===== src/rtl/core/wgs_pkg.sv =====
// ----------------------------------------------------------------------------
// wgs_pkg
// Shared constants, codes and helpers for the wave grid stencil block.
// ----------------------------------------------------------------------------
package wgs_pkg;

    localparam int MAX_ROWS   = 64;
    localparam int MAX_COLS   = 64;
    localparam int ROW_W      = $clog2(MAX_ROWS);
    localparam int COL_W      = $clog2(MAX_COLS);
    localparam int ADDR_W     = ROW_W + COL_W;
    localparam int GRID_DEPTH = MAX_ROWS * MAX_COLS;
    localparam int PADDR_W    = 5;
    localparam int ACC_W      = 50;

    localparam logic [1:0] FUNC_TICK    = 2'd0;
    localparam logic [1:0] FUNC_DISTURB = 2'd1;
    localparam logic [1:0] FUNC_READ    = 2'd2;

    localparam logic [2:0] REG_NUM_ROWS  = 3'd0;
    localparam logic [2:0] REG_NUM_COLS  = 3'd1;
    localparam logic [2:0] REG_COEF_PREV = 3'd2;
    localparam logic [2:0] REG_COEF_CURR = 3'd3;
    localparam logic [2:0] REG_COEF_NBR  = 3'd4;
    localparam logic [2:0] REG_STEP_PER  = 3'd5;

    typedef struct packed {
        logic clr;   // zero the accumulator
        logic mul;   // register coef * value
        logic acc;   // add the rounded product
    } t_mac_ctl;

    function automatic logic signed [31:0] f_sat32(input logic signed [ACC_W-1:0] v);
        logic signed [31:0] res;
        if (v > $signed({{(ACC_W-32){1'b0}}, 32'h7FFF_FFFF})) begin
            res = 32'sh7FFF_FFFF;
        end else if (v < $signed({{(ACC_W-32){1'b1}}, 32'h8000_0000})) begin
            res = 32'sh8000_0000;
        end else begin
            res = v[31:0];
        end
        return res;
    endfunction

endpackage


===== src/rtl/core/wgs_mac.sv =====
// ----------------------------------------------------------------------------
// wgs_mac
// Shared multiply-accumulate unit: Q16.16 product, round half up, accumulate.
// ----------------------------------------------------------------------------
module wgs_mac (
    input  logic                i_clk,
    input  wgs_pkg::t_mac_ctl   i_ctl,
    input  logic signed [31:0]  i_coef,
    input  logic signed [31:0]  i_val,
    output logic signed [31:0]  o_sat
);
    import wgs_pkg::*;

    logic signed [63:0]      r_prod;
    logic signed [ACC_W-1:0] r_acc;
    logic signed [63:0]      rnd_full;
    logic signed [ACC_W-1:0] rnd;
    logic signed [ACC_W-1:0] n_acc;

    // floor((p + 2^15) / 2^16)
    assign rnd_full = (r_prod + 64'sd32768) >>> 16;
    assign rnd      = rnd_full[ACC_W-1:0];

    always_comb begin
        n_acc = i_ctl.clr ? '0 : r_acc;
        if (i_ctl.acc) begin
            n_acc = n_acc + rnd;
        end
    end

    always_ff @(posedge i_clk) begin
        if (i_ctl.mul) begin
            r_prod <= i_coef * i_val;
        end
        r_acc <= n_acc;
    end

    assign o_sat = f_sat32(r_acc);
endmodule


===== config.mk =====
export PLATFORM = sky130hd
export DESIGN_NAME = wgs_mac
export DESIGN_NICKNAME = d
export VERILOG_FILES = /design/src/rtl/core/wgs_pkg.sv /design/src/rtl/core/wgs_mac.sv
export SDC_FILE = /design/constraint.sdc
export NUM_CORES = 2
export LEC_CHECK = 0
export BUFFER_PORTS_ARGS = -buffer_cell sky130_fd_sc_hd__buf_2
export CAP_MARGIN = 5
export CORE_AREA = 2 2 244 306
export CTS_BUF_LIST = sky130_fd_sc_hd__clkbuf_8 sky130_fd_sc_hd__clkbuf_16
export DETAILED_ROUTE_END_ITERATION = 6
export DIE_AREA = 0 0 246 308
export MAX_ROUTING_LAYER = met4
export PLACE_DENSITY = 0.76
export SYNTH_ARGS = -nofsm -noshare
export SYNTH_HDL_FRONTEND = slang
export SYNTH_SLANG_ARGS = --single-unit

===== constraint.sdc =====
create_clock -name i_clk -period 15.37 [get_ports i_clk]
set_input_delay 2.3055 -clock i_clk [delete_from_list [all_inputs] [get_ports i_clk]]
set_output_delay 2.3055 -clock i_clk [all_outputs]
set_load 0.01 [all_outputs]

Yosys cells after proc, flatten, opt, wreduce, memory -nomap -nowiden:

Cells that the tools add are included.

* $mul: 1
* multiplexer cells: 4
* magnitude comparators: 2
* $add $sub $neg: 2

Operator list (number)
* 50-bit 2-to-1 mux: 2
* 64-bit by 17-bit adder with 64-bit output (second input constant): 1
* 32-bit by 32-bit multiplier with 64-bit output: 1
* 32-bit 2-to-1 mux: 2
* 50-bit by 48-bit adder with 50-bit output: 1
* 50-bit by 32-bit > comparator with 1-bit output (second input constant): 1
* 50-bit by 32-bit < comparator with 1-bit output (second input constant): 1

* register bits after elaboration: 114
* input port bits: 68
* output and inout bits: 32
* word-level logic and storage cells: 11

Longest topological paths before layout:

* depth in word-level cells: 3
* mapped depth: 27
* gate-level depth less buffers: 26

Worst setup path before layout:

OpenSTA, ideal clock, no wires.

* kind: input to register
* start: input port i_coef[31]
* end: register r_prod[60], data pin
* setup time: 255 ps
* slack: 5800 ps
* cell stages on the path: 27
* required time: 15115 ps
* arrival: 9316 ps
* buffers on the path: 1
* cells stage by stage: clkbuf_1 nand2_1 inv_1 fa_1 inv_1 fa_1 inv_1 fa_1 fa_1 inv_1 fa_1 inv_1 fa_1 inv_1 fa_1 inv_1 fa_1 ha_1 a21o_1 a21oi_1 o21bai_1 a21o_1 a211oi_1 o21ai_0 o2bb2ai_1 a211oi_1 a21bo_2

* cells in the longest elaborated chain, start to end: 1

RTL lines
* from (decl): RTL line wgs_mac.sv:8 `input logic signed [31:0] i_coef,`
* 32-bit by 32-bit multiplier with 64-bit output: RTL line wgs_mac.sv:33 `r_prod <= i_coef * i_val;`
* to (signal assigned): RTL line wgs_mac.sv:33
* to (decl): RTL line wgs_mac.sv:14 `logic signed [63:0] r_prod;`

No other way between the ends.
A chain may end at the register's enable or synchronous reset.

Final worst setup path:

* start: input port i_val[5]
* end: register r_prod[60], data pin

* cells in the longest elaborated chain, start to end: 1

RTL lines
* from (decl): RTL line wgs_mac.sv:9 `input logic signed [31:0] i_val,`
* 32-bit by 32-bit multiplier with 64-bit output: RTL line wgs_mac.sv:33

No other way between the ends.

==> flow_summary.json <==
{
  "clk_pin_slew_ns": 0.07,
  "vias": 31700,
  "max_stage_delay_ns": 0.86,
  "final_hold_viol_count": 0,
  "report.final.slew_viol_count": 0,
  "area_growth_pct": 2.60,
  "maxCapViolations": 0,
  "fin_skew_ns": 0.0111,
  "routedWlPerCell_um": 19.9,
  "end_kind": "flip-flop",
  "ant_nets": 0,
  "slew_headroom_pct": 23.7,
  "core_um2": 72900,
  "rows": 111,
  "overflow": 0,
  "max_freq_mhz": 97.0,
  "antenna_found_initial": 4,
  "cp_top_family": "adder cells",
  "worstSetupPathType": "input pin to flip-flop",
  "r2r_end": "r_acc[44]",
  "hpwl_mm": 88.8,
  "drt-initial-drc-count": 1770,
  "fill_cells": 6168,
  "worst_pin_slew_ns": 1.14,
  "synth_seq_cells": 99,
  "synth.avg_cell_area_um2": 9.24,
  "cts_max_level": 3,
  "cp.required_ns": 15.49,
  "cp_common_cell": "fa_1",
  "rsz0062_at_grt": "no",
  "drive_above_1_share_pct": 4.12,
  "first_pass_iters": 7,
  "grt_pass1_wl_mm": 182,
  "numCtsBuffers": 9,
  "regArea_um2": 2470,
  "clk-insertion-delay-late_ns": 0.36,
  "clock_sinks": 99,
  "clk_path_buf_depth": 2,
  "postCtsSetupBuffers": 0,
  "synth_edf_count": 49,
  "critPathBufInv": 8,
  "grt_use_total_pct": 31.8,
  "synthesis.area_um2": 43300,
  "crit_path_max_fanout": 32,
  "yosysSeqAreaShare_pct": 5.71,
  "crit_slowest_cell": "fa_1",
  "die_area_um2": 75800,
  "period_share_pct": 67.0,
  "holdPathEnd": "r_acc[12]",
  "synth_ff_type": "dfxtp_1",
  "cts-root-buf": "clkbuf_16",
  "fin_cells": 5529,
  "syn-num-nets": 6064,
  "critPathLaunchType": "input pin",
  "hp-start": "r_acc[12]",
  "synthCells": 4684,
  "multiInputGateArea_um2": 36100,
  "async_flop_share_pct": 0,
  "initial_core_util_pct": 59.4,
  "crit_arrival_ns": 10.43,
  "setup_tns_ns": 0,
  "placed_cells": 5509,
  "gp_congestion": 0.938,
  "yosysWarnings": 0,
  "grt_max_degree": 53,
  "num_io_pins": 100,
  "die_y_um": 308,
  "worstHoldPathType": "flip-flop to flip-flop",
  "cts_hold_buf": 0,
  "r2r-start": "r_prod[15]",
  "cts_resized": 0,
  "setup_viol": 0,
  "crit_cells": 27,
  "hold_depth": 3,
  "violations": "design-rule violations",
  "routed_via_density": 5.73,
  "grt_pass1_vias": 35800,
  "num-nets-final": 5940,
  "numPortBuffers": 99,
  "synthDistinctLibCells": 88,
  "die_w_um": 246,
  "rrSetupSlack_ns": 10.55,
  "rr_worst_depth": 17,
  "cts_tree": "done",
  "min_period_ns": 10.31,
  "drc": 2,
  "outcome": "finished, violations left",
  "wl_mm": 110
}
## registers in the layout, indices dropped and copies added, names as in the netlist
name,flops
r_prod,49
r_acc,50
## cells in the mapped netlist, types with 50 or more instances
| cell | number | area share [%] |
|---|---|---|
| clkbuf_1 | 231 | 2.0 |
| nor2_1 | 95 | 0.82 |
| fa_1 | 1082 | 50 |
| nor2b_1 | 54 | 0.78 |
| o21ai_0 | 50 | 0.58 |
| dfxtp_1 | 50 | 2.3 |
| inv_1 | 995 | 8.6 |
| a21oi_1 | 117 | 1.4 |
| nand2_1 | 675 | 5.9 |
| and2_1 | 498 | 7.2 |
| xnor2_1 | 92 | 1.9 |
| ha_1 | 230 | 6.6 |
## area by class of cell
class                      instances  area share (%)
multi-input combinational       3348            81.3
inverter                         995            8.41
sequential                        99            5.57
antenna                            4          0.0225
clock buffer                      10           0.538
timing repair buffer             107            1.25
tap                              960            2.71
clock inverter                     6           0.200
## kinds of logic (layout without fill, tap and decap cells)
group | Yosys count | count (layout) | synth area share (%)
buffers and inverters | 1237 | 1118 | 10.9
other | 0 | 4 | 0
multiplexers | 33 | 33 | 0.882
adder cells (fa/ha/maj) | 1312 | 1312 | 56.7
AND/OR/NAND/NOR | 1496 | 1496 | 17.2
flip-flops | 99 | 99 | 5.71
XOR/XNOR | 140 | 140 | 2.85
AO/OA/AOI/OAI | 367 | 367 | 5.73
## cell usage in the layout, fill, tap and decap left out, types with 42 or more instances in the layout
| master | n |
|---|---|
| xor2_1 | 47 |
| buf_2 | 99 |
| dfxtp_1 | 50 |
| inv_1 | 996 |
| nor2_1 | 95 |
| and2_1 | 498 |
| a21o_1 | 42 |
| xnor2_1 | 92 |
| ha_1 | 230 |
| o21ai_0 | 49 |
| fa_1 | 1082 |
| a21oi_1 | 117 |
| nor2b_1 | 54 |
| edfxtp_1 | 49 |
| nand2_1 | 675 |
## worst max-delay path by stage
stage,startpoint,to
after floorplan,i_coef[31],r_prod[60]
after global placement,i_val[5],r_prod[60]
after detailed placement,i_val[5],r_prod[60]
after CTS,i_val[2],r_prod[61]
after global routing,i_val[5],r_prod[60]
final,i_val[5],r_prod[60]
## routing by layer
| metal | up-vias | GRT usage, % | routed length, um |
|---|---|---|---|
| li1 | 13700 | - | - |
| met5 | - | - | 0 |
| met3 | 476 | 3.44 | 6010 |
| met1 | 16300 | 33.4 | 37000 |
| met4 | 0 | 21.3 | 9070 |
| met2 | 1234 | 56.1 | 57800 |
## per-stage QoR
step	utilization, %	area, um^2	setup WS (ns)	hold WS (ns)
floorplan	-	43300	5.80	0.567
global placement	60.4	44100	4.84	0.608
detailed placement	60.4	44100	4.70	0.613
CTS	60.9	44400	5.05	0.628
global route	60.9	44400	4.49	0.650
finish	60.9	44400	5.06	0.627
## worst register-to-register path: stages, from the launching register on
cell      delay [ns]
edfxtp_1        0.40
ha_1            0.21
and3_1          0.34
nand2_1         0.17
nor4_2          0.56
nor2b_1         0.30
and2_1          0.21
xor2_1          0.19
ha_1            0.35
a21oi_1         0.22
o21ai_1         0.13
a211oi_1        0.26
o31ai_1         0.11
a22oi_1         0.38
nand4_1         0.29
a31oi_1         0.27
xnor2_1         0.08
mux2_2          0.26
Power is left out: the tool's default activity adds up to more than one toggle a clock period on the data nets, which glitch-free logic cannot reach.
